==> src/hdl/i2cm_pkg.sv <==
`default_nettype none
// ----------------------------------------------------------------------------
// I2C master bit sequencer package
// Shared command codes, phase codes and the transfer records between the
// input stage, the sequencer core and the result stage.
// ----------------------------------------------------------------------------
package i2cm_pkg;

    typedef enum logic [2:0] {
        CMD_START = 3'd0,
        CMD_STOP  = 3'd1,
        CMD_WRITE = 3'd2,
        CMD_WAIT  = 3'd3,
        CMD_READ  = 3'd4,
        CMD_IDLE  = 3'd7
    } cmd_t;

    localparam logic [2:0] PH_REST     = 3'd0;
    localparam logic [2:0] PH_FIRST    = 3'd1;
    localparam logic [2:0] PH_SECOND   = 3'd2;
    localparam logic [2:0] PH_ACK_HIGH = 3'd3;
    localparam logic [2:0] PH_ACK_LOW  = 3'd4;

    localparam logic [3:0] BITS_PER_BYTE = 4'd8;
    localparam logic [7:0] TIMEOUT_RESET = 8'd250;

    typedef struct packed {
        logic       cmd_valid;
        logic [2:0] mode;
        logic [7:0] tx_byte;
        logic       ack_after_read;
        logic       sda_in;
    } tick_t;

    typedef struct packed {
        logic       scl_level;
        logic       sda_level;
        logic       sda_drive;
        logic       busy;
        logic       done;
        logic [7:0] rx_byte;
        logic       ack_missing;
    } res_t;

endpackage : i2cm_pkg
`default_nettype wire

==> src/hdl/i2cm_seq.sv <==
`default_nettype none
// ----------------------------------------------------------------------------
// I2C master sequencer core
// Holds the bus sequencing state and advances it by one half-bit tick each
// cycle that step_en is high, producing the result of that tick.
// ----------------------------------------------------------------------------
module i2cm_seq (
    input  wire logic          aclk,
    input  wire logic          aresetn,
    input  wire logic          step_en,
    input  wire i2cm_pkg::tick_t tick,
    input  wire logic [7:0]    ack_limit,
    output i2cm_pkg::res_t     res
);
    import i2cm_pkg::*;

    cmd_t       cmd_reg, cmd_next;
    logic [2:0] phase_reg, phase_next;
    logic [3:0] bit_cnt_reg, bit_cnt_next;
    logic [7:0] shift_reg, shift_next;
    logic [7:0] poll_reg, poll_next;
    logic       scl_reg, scl_next;
    logic       sda_reg, sda_next;
    logic       drive_reg, drive_next;
    logic [7:0] rx_reg, rx_next;
    logic       ack_reg, ack_next;
    logic       read_ack_reg, read_ack_next;
    logic       done;

    // Next state for one tick.
    always_comb begin
        cmd_next      = cmd_reg;
        phase_next    = phase_reg;
        bit_cnt_next  = bit_cnt_reg;
        shift_next    = shift_reg;
        poll_next     = poll_reg;
        scl_next      = scl_reg;
        sda_next      = sda_reg;
        drive_next    = drive_reg;
        rx_next       = rx_reg;
        ack_next      = ack_reg;
        read_ack_next = read_ack_reg;
        done          = 1'b0;

        if (cmd_reg == CMD_IDLE) begin
            if (tick.cmd_valid && (tick.mode <= 3'(CMD_READ))) begin
                cmd_next   = cmd_t'(tick.mode);
                phase_next = PH_FIRST;
                ack_next   = 1'b0;
                case (cmd_t'(tick.mode))
                    CMD_START: begin
                        drive_next = 1'b1;
                        sda_next   = 1'b1;
                        scl_next   = 1'b1;
                    end
                    CMD_STOP: begin
                        drive_next = 1'b1;
                        scl_next   = 1'b0;
                        sda_next   = 1'b0;
                    end
                    CMD_WRITE: begin
                        drive_next   = 1'b1;
                        scl_next     = 1'b0;
                        shift_next   = tick.tx_byte;
                        sda_next     = tick.tx_byte[7];
                        bit_cnt_next = '0;
                    end
                    CMD_WAIT: begin
                        drive_next = 1'b0;
                        sda_next   = 1'b1;
                        poll_next  = '0;
                    end
                    default: begin
                        drive_next    = 1'b0;
                        sda_next      = 1'b1;
                        scl_next      = 1'b0;
                        shift_next    = '0;
                        bit_cnt_next  = '0;
                        read_ack_next = tick.ack_after_read;
                    end
                endcase
            end
        end else begin
            case (cmd_reg)
                CMD_START: begin
                    if (phase_reg == PH_FIRST) begin
                        sda_next   = 1'b0;
                        phase_next = PH_SECOND;
                    end else begin
                        scl_next = 1'b0;
                        done     = 1'b1;
                    end
                end
                CMD_STOP: begin
                    if (phase_reg == PH_FIRST) begin
                        scl_next   = 1'b1;
                        phase_next = PH_SECOND;
                    end else begin
                        sda_next = 1'b1;
                        done     = 1'b1;
                    end
                end
                CMD_WRITE: begin
                    if (phase_reg == PH_FIRST) begin
                        scl_next   = 1'b1;
                        phase_next = PH_SECOND;
                    end else begin
                        scl_next     = 1'b0;
                        bit_cnt_next = bit_cnt_reg + 4'd1;
                        if (bit_cnt_next >= BITS_PER_BYTE) begin
                            done = 1'b1;
                        end else begin
                            shift_next = {shift_reg[6:0], 1'b0};
                            sda_next   = shift_reg[6];
                            phase_next = PH_FIRST;
                        end
                    end
                end
                CMD_WAIT: begin
                    if (phase_reg == PH_FIRST) begin
                        scl_next   = 1'b1;
                        phase_next = PH_SECOND;
                    end else if (!tick.sda_in) begin
                        scl_next = 1'b0;
                        done     = 1'b1;
                    end else if (poll_reg >= ack_limit) begin
                        // No acknowledge in time: fall into a stop sequence.
                        ack_next   = 1'b1;
                        cmd_next   = CMD_STOP;
                        drive_next = 1'b1;
                        scl_next   = 1'b0;
                        sda_next   = 1'b0;
                        phase_next = PH_FIRST;
                    end else begin
                        poll_next = poll_reg + 8'd1;
                    end
                end
                default: begin
                    if (phase_reg == PH_FIRST) begin
                        scl_next     = 1'b1;
                        shift_next   = {shift_reg[6:0], tick.sda_in};
                        bit_cnt_next = bit_cnt_reg + 4'd1;
                        phase_next   = PH_SECOND;
                    end else if (phase_reg == PH_SECOND) begin
                        scl_next = 1'b0;
                        if (bit_cnt_reg >= BITS_PER_BYTE) begin
                            drive_next = 1'b1;
                            sda_next   = !read_ack_reg;
                            phase_next = PH_ACK_HIGH;
                        end else begin
                            phase_next = PH_FIRST;
                        end
                    end else if (phase_reg == PH_ACK_HIGH) begin
                        scl_next   = 1'b1;
                        phase_next = PH_ACK_LOW;
                    end else begin
                        scl_next = 1'b0;
                        rx_next  = shift_reg;
                        done     = 1'b1;
                    end
                end
            endcase
            if (done) begin
                cmd_next   = CMD_IDLE;
                phase_next = PH_REST;
            end
        end
    end

    // Result of the tick, taken from the updated state.
    always_comb begin
        res.scl_level   = scl_next;
        res.sda_level   = drive_next ? sda_next : 1'b1;
        res.sda_drive   = drive_next;
        res.busy        = (cmd_next != CMD_IDLE);
        res.done        = done;
        res.rx_byte     = rx_next;
        res.ack_missing = ack_next;
    end

    always_ff @(posedge aclk) begin
        if (!aresetn) begin
            cmd_reg      <= CMD_IDLE;
            phase_reg    <= PH_REST;
            bit_cnt_reg  <= '0;
            shift_reg    <= '0;
            poll_reg     <= '0;
            scl_reg      <= 1'b1;
            sda_reg      <= 1'b1;
            drive_reg    <= 1'b1;
            rx_reg       <= '0;
            ack_reg      <= 1'b0;
            read_ack_reg <= 1'b0;
        end else if (step_en) begin
            cmd_reg      <= cmd_next;
            phase_reg    <= phase_next;
            bit_cnt_reg  <= bit_cnt_next;
            shift_reg    <= shift_next;
            poll_reg     <= poll_next;
            scl_reg      <= scl_next;
            sda_reg      <= sda_next;
            drive_reg    <= drive_next;
            rx_reg       <= rx_next;
            ack_reg      <= ack_next;
            read_ack_reg <= read_ack_next;
        end
    end

`ifndef SYNTHESIS
    a_done_goes_idle: assert property (@(posedge aclk) disable iff (!aresetn)
        (step_en && res.done) |=> (cmd_reg == CMD_IDLE))
        else $error("sequencer not idle after a completed command");

    a_ack_from_wait: assert property (@(posedge aclk) disable iff (!aresetn)
        $rose(ack_reg) |-> ($past(cmd_reg) == CMD_WAIT))
        else $error("missing acknowledge flagged outside wait");

    a_bit_cnt_range: assert property (@(posedge aclk) disable iff (!aresetn)
        bit_cnt_reg <= BITS_PER_BYTE)
        else $error("bit counter past one byte");

    a_phase_idle: assert property (@(posedge aclk) disable iff (!aresetn)
        (cmd_reg == CMD_IDLE) == (phase_reg == PH_REST))
        else $error("phase and command disagree on idle");
`endif

endmodule : i2cm_seq
`default_nettype wire

==> src/hdl/i2c_master_bit_sequencer_top.sv <==
// A tick in the input register is processed when it advances, and its result
// is then offered on the m_ channel. Throughput: one tick per cycle while
// m_ready is high; a waiting result holds at most one tick in the input
// register, and s_ready drops only when both registers are full.
// Reset (aresetn low at a clock edge): bus lines idle high with SDA driven,
// no command active, timeout limit back to 250, both channels empty.
`default_nettype none
// ----------------------------------------------------------------------------
// I2C master bit sequencer, top level
// Input tick register, sequencer core, result register and the timeout
// limit register.
// ----------------------------------------------------------------------------
module i2c_master_bit_sequencer_top (
    input  wire logic       aclk,
    input  wire logic       aresetn,
    input  wire logic       s_valid,
    output logic            s_ready,
    input  wire logic       s_cmd_valid,
    input  wire logic [2:0] s_mode,
    input  wire logic [7:0] s_tx_byte,
    input  wire logic       s_ack_after_read,
    input  wire logic       s_sda_in,
    output logic            m_valid,
    input  wire logic       m_ready,
    output logic            m_scl_level,
    output logic            m_sda_level,
    output logic            m_sda_drive,
    output logic            m_busy_res,
    output logic            m_done_res,
    output logic [7:0]      m_rx_byte,
    output logic            m_ack_missing,
    input  wire logic       cfg_valid,
    output logic            cfg_ready,
    input  wire logic [7:0] cfg_data
);
    import i2cm_pkg::*;

    logic       in_vld_reg;
    tick_t      in_reg;
    logic       out_vld_reg;
    res_t       out_reg;
    logic [7:0] limit_reg;
    res_t       step_res;
    logic       advance;

    // A tick moves into the result register when that register is free or
    // is being emptied in the same cycle.
    assign advance   = in_vld_reg && (!out_vld_reg || m_ready);
    assign s_ready   = !in_vld_reg || advance;
    assign cfg_ready = 1'b1;

    always_ff @(posedge aclk) begin
        if (!aresetn) begin
            in_vld_reg  <= 1'b0;
            out_vld_reg <= 1'b0;
            limit_reg   <= TIMEOUT_RESET;
        end else begin
            if (s_ready) begin
                in_vld_reg <= s_valid;
            end
            if (advance) begin
                out_vld_reg <= 1'b1;
            end else if (m_ready) begin
                out_vld_reg <= 1'b0;
            end
            if (cfg_valid) begin
                limit_reg <= cfg_data;
            end
        end
    end

    always_ff @(posedge aclk) begin
        if (s_valid && s_ready) begin
            in_reg <= '{cmd_valid: s_cmd_valid, mode: s_mode, tx_byte: s_tx_byte,
                        ack_after_read: s_ack_after_read, sda_in: s_sda_in};
        end
        if (advance) begin
            out_reg <= step_res;
        end
    end

    i2cm_seq u_seq (
        .aclk      (aclk),
        .aresetn   (aresetn),
        .step_en   (advance),
        .tick      (in_reg),
        .ack_limit (limit_reg),
        .res       (step_res)
    );

    assign m_valid       = out_vld_reg;
    assign m_scl_level   = out_reg.scl_level;
    assign m_sda_level   = out_reg.sda_level;
    assign m_sda_drive   = out_reg.sda_drive;
    assign m_busy_res    = out_reg.busy;
    assign m_done_res    = out_reg.done;
    assign m_rx_byte     = out_reg.rx_byte;
    assign m_ack_missing = out_reg.ack_missing;

endmodule : i2c_master_bit_sequencer_top
`default_nettype wire
==> config.mk <==
export PLATFORM = sky130hd
export DESIGN_NAME = i2c_master_bit_sequencer_top
export DESIGN_NICKNAME = d
export VERILOG_FILES = /design/src/hdl/i2cm_pkg.sv /design/src/hdl/i2cm_seq.sv /design/src/hdl/i2c_master_bit_sequencer_top.sv
export SDC_FILE = /design/constraint.sdc
export NUM_CORES = 1
export LEC_CHECK = 0
export BUFFER_PORTS_ARGS = -buffer_cell sky130_fd_sc_hd__buf_2
export CAP_MARGIN = 20
export CORE_MARGIN = 2
export CORE_UTILIZATION = 25
export DETAILED_ROUTE_END_ITERATION = 8
export HOLD_SLACK_MARGIN = 0.12
export SYNTH_ARGS = -nofsm -noshare
export SYNTH_HDL_FRONTEND = slang
export SYNTH_SLANG_ARGS = --single-unit
==> constraint.sdc <==
create_clock -name aclk -period 4.5 [get_ports aclk]
set_clock_uncertainty 0.05 [all_clocks]
set_input_delay 0.9 -clock aclk [delete_from_list [all_inputs] [get_ports aclk]]
set_output_delay 0.9 -clock aclk [all_outputs]
set_load 0.005 [all_outputs]
==> impl_metrics.py <==
metrics = {
    "die": {
        "start_util_pct": 25.5,
        "core_mm2": 0.0151,
        "num_io_pins": 44,
        "dieArea_mm2": 0.0164,
        "die_h_um": 128,
        "rows": 45,
        "die_w_um": 128,
    },
    "setup_path": {
        "worstSetupStartpointType": "register",
        "worst_ep_required_time_ns": 4.72,
        "reg2reg_depth": 6,
        "path_buf_inv": 0,
        "worstReg2RegStart": "u_seq.cmd_reg[0]",
        "crit_path_frequent_cell": "nand2_1",
        "crit_type": "reg -> reg",
        "cp_top_family": "simple AND/OR/NAND/NOR gates",
        "r2r_setup_slack_ns": 1.76,
        "worstPathMaxFanout": 17,
        "cp_slowest_cell": "nor3_1",
        "reg2reg_to": "u_seq.shift_reg[3]",
        "cpPeakStageDelay_ns": 0.76,
        "cp-startpoint": "u_seq.cmd_reg[0]",
        "endpoint": "u_seq.shift_reg[3]",
        "cp.depth": 6,
        "cp-end-kind": "register",
        "arrival_ns": 2.96,
        "crit_chain": "and2_1, nand2_1, nor3_1, a22o_1, nand2_1, mux2i_1",
    },
    "timing": {
        "grt_setup_unrepaired": "false",
        "fin_tns_setup_ns": 0,
        "slew_viol_final": 0,
        "min_period_over_period_pct": 60.8,
        "setup_violations": 0,
        "fmax_mhz": 365,
        "slew_headroom_pct": 39.0,
        "worst_slew_pin_slew_ns": 0.916,
        "period_needed_ns": 2.74,
        "final_hold_viol_count": 0,
    },
    "cells_and_area": {
        "multi_input_comb_area_mm2": 0.00187,
        "largest_reg_flops": 14,
        "diodes": 0,
        "drive_above_1_share_pct": 18.3,
        "final_core_util_pct": 29.7,
        "instances_no_fill": 625,
        "nets": 470,
        "register_area_mm2": 0.00182,
        "fillers": 1538,
        "area_growth_pct": 16.5,
    },
    "cts": {
        "cts_tree": "done",
        "cts_inserted_buffers": 9,
        "holdBufCountCts": 0,
        "cts_num_sinks": 77,
        "cts_root_buf": "clkbuf_16",
        "cts_buffer_depth": 2,
        "clock_latency_ns": 0.35,
        "clk_pin_slew_ns": 0.07,
        "cts-resized-gates": 0,
        "post_cts_buffers": 0,
        "cts_max_level": 3,
    },
    "global_route": {
        "gr-total-overflow": 0,
        "grt_usage_pct": 10.9,
        "grt-busiest-layer": "met2",
        "grt_pass1_wl_mm": 14.1,
        "grt_max_degree": 57,
        "antenna_found_initial": 0,
        "use_met3_pct": 2.38,
        "grt_use_met2_pct": 17.1,
        "grt_pass1_vias": 2890,
        "grt.met1_usage_pct": 14.3,
    },
    "synth": {
        "async_flop_share_pct": 0,
        "synth_fp_nets": 437,
        "avgSynthCellArea_um2": 9.66,
        "synth_edf_count": 28,
        "synth_ff_type": "dfxtp_1",
        "synth_cell_types": 64,
        "syn_inst": 399,
        "syn-cell-area_mm2": 0.00386,
        "ys_warn_count": 0,
        "ys_ff_latch": 77,
        "ys_seq_area_share_pct": 47.2,
    },
    "route": {
        "drt-initial-drc-count": 204,
        "drt_pass1_iterations": 4,
        "wl_per_cell_um": 13.8,
        "post-route-drc-count": 0,
        "via_per_inst": 4.74,
        "drtAntennaViolNets": 0,
        "vias": 2962,
        "wl_mm": 8.65,
    },
    "run": {
        "maxCapViolations": 0,
    },
    "pwr": {
        "p_leak_nw": 1.69,
        "p_per_area_mw_per_mm2": 354,
        "ir_worst_vdd_mv": 0.147,
        "power.total_mw": 1.59,
    },
    "place": {
        "post-dp-hpwl_mm": 6.30,
        "place_congestion": 0.852,
        "port_buffers": 42,
        "dp.cells": 609,
    },
    "worst_hold_path": {
        "hp-start": "u_seq.rx_reg[4]",
        "hp-class": "reg -> reg",
    },
    "outcome": {
        "status": "finished clean",
    },
}
==> placed cells by master, fill, tap and decap left out, drive strengths merged, types with 8 or more instances in the layout <==
cell	synthesis	routed
o21ai	19	19
nor2	24	24
nor2b	10	10
dfxtp	49	49
ha	11	11
a21boi	10	10
clkbuf	12	9
mux2	9	9
inv	15	20
buf	9	43
edfxtp	28	28
nand3	11	11
nand2	69	69
o211ai	10	10
a21oi	13	13
a211oi	8	8
mux2i	15	15
==> worst min-delay path by stage <==
stage	slack (ns)	to	cells past startpoint
2_1_floorplan	0.39	u_seq.rx_reg[0]	2
5_1_grt	0.45	u_seq.rx_reg[7]	2
3_3_place_gp	0.40	u_seq.rx_reg[6]	2
6_report	0.42	u_seq.rx_reg[4]	2
3_5_place_dp	0.41	u_seq.rx_reg[4]	2
4_1_cts	0.42	u_seq.rx_reg[4]	2
==> metrics by stage <==
stage / setup WS, ns / hold slack (ns) / instance area [µm²]
final: 1.76 / 0.420 / 4490
after global routing: 1.53 / 0.452 / 4490
after CTS: 1.76 / 0.419 / 4490
after detailed placement: 1.76 / 0.409 / 4210
after global placement: 1.78 / 0.400 / 4210
after floorplan: 1.94 / 0.390 / 3860
==> report_power, final <==
part,leakage [nW],total [mW],internal [mW],switching [mW]
combinational,0.885,0.125,0.0491,0.0758
clock,0.139,0.706,0.386,0.320
sequential,0.666,0.762,0.746,0.0158
total,1.69,1.59,1.18,0.411
==> cell type report <==
| class | instances | share of cell area [%] |
|---|---|---|
| multi-input cells | 285 | 41.6 |
| flip-flops and latches | 77 | 40.5 |
| well taps | 188 | 5.24 |
| clock buffers | 9 | 5.01 |
| repair buffers | 43 | 4.85 |
| clock inverters | 7 | 1.39 |
| inverters | 16 | 1.34 |
==> synth_stat cells, drive strengths merged (2+ instances only) <==
master | n | share of area [%]
o31ai | 5 | 0.97
inv | 15 | 1.5
o2111ai | 3 | 0.68
a21oi | 13 | 2.0
clkbuf | 12 | 1.2
o21a | 4 | 0.78
o21ai | 19 | 2.5
a21boi | 10 | 1.9
a22oi | 2 | 0.39
mux2i | 15 | 3.9
nor3b | 2 | 0.68
xnor2 | 7 | 1.6
buf | 9 | 1.5
a2111oi | 4 | 1.6
dfxtp | 49 | 25
a22o | 7 | 1.6
a211oi | 8 | 1.6
ha | 11 | 3.6
or3b | 2 | 0.45
o22ai | 2 | 0.32
nand2b | 7 | 1.1
nor3 | 2 | 0.26
edfxtp | 28 | 22
and2 | 5 | 0.81
nand3 | 11 | 1.4
o211ai | 10 | 2.1
nor2b | 10 | 1.6
nand2 | 69 | 6.8
or2 | 2 | 0.32
and3 | 2 | 0.32
nor2 | 24 | 2.3
mux2 | 9 | 2.6
nand4 | 2 | 0.32
==> tightest hold or removal path, delay by kind of cell, from the launching register on <==
kind | cells | cell delay [ns]
compound gates | 1 | 0.07
flops | 1 | 0.31
simple gates | 1 | 0.04
==> logic make-up (layout without fill, tap and decap cells) <==
group,after synthesis,count (layout),share of synthesized area (%)
adders and majority gates,12,12,3.86
DFF,77,77,47.2
xor gates and xnor gates,8,8,1.82
AOI/OAI and AO/OA,96,96,18.4
buffers and inverters,37,75,4.25
and+or+nand+nor,144,144,17.8
muxes,24,24,6.52
other,1,1,0.0972
==> routing by layer <==
metal / wire length, µm / part of all wire [%]
met1: 4140 / 48
met2: 4030 / 47
met3: 368 / 4.3
met4: 105 / 1.2
met5: 0 / 0
Power figures use the tool's default switching activity.
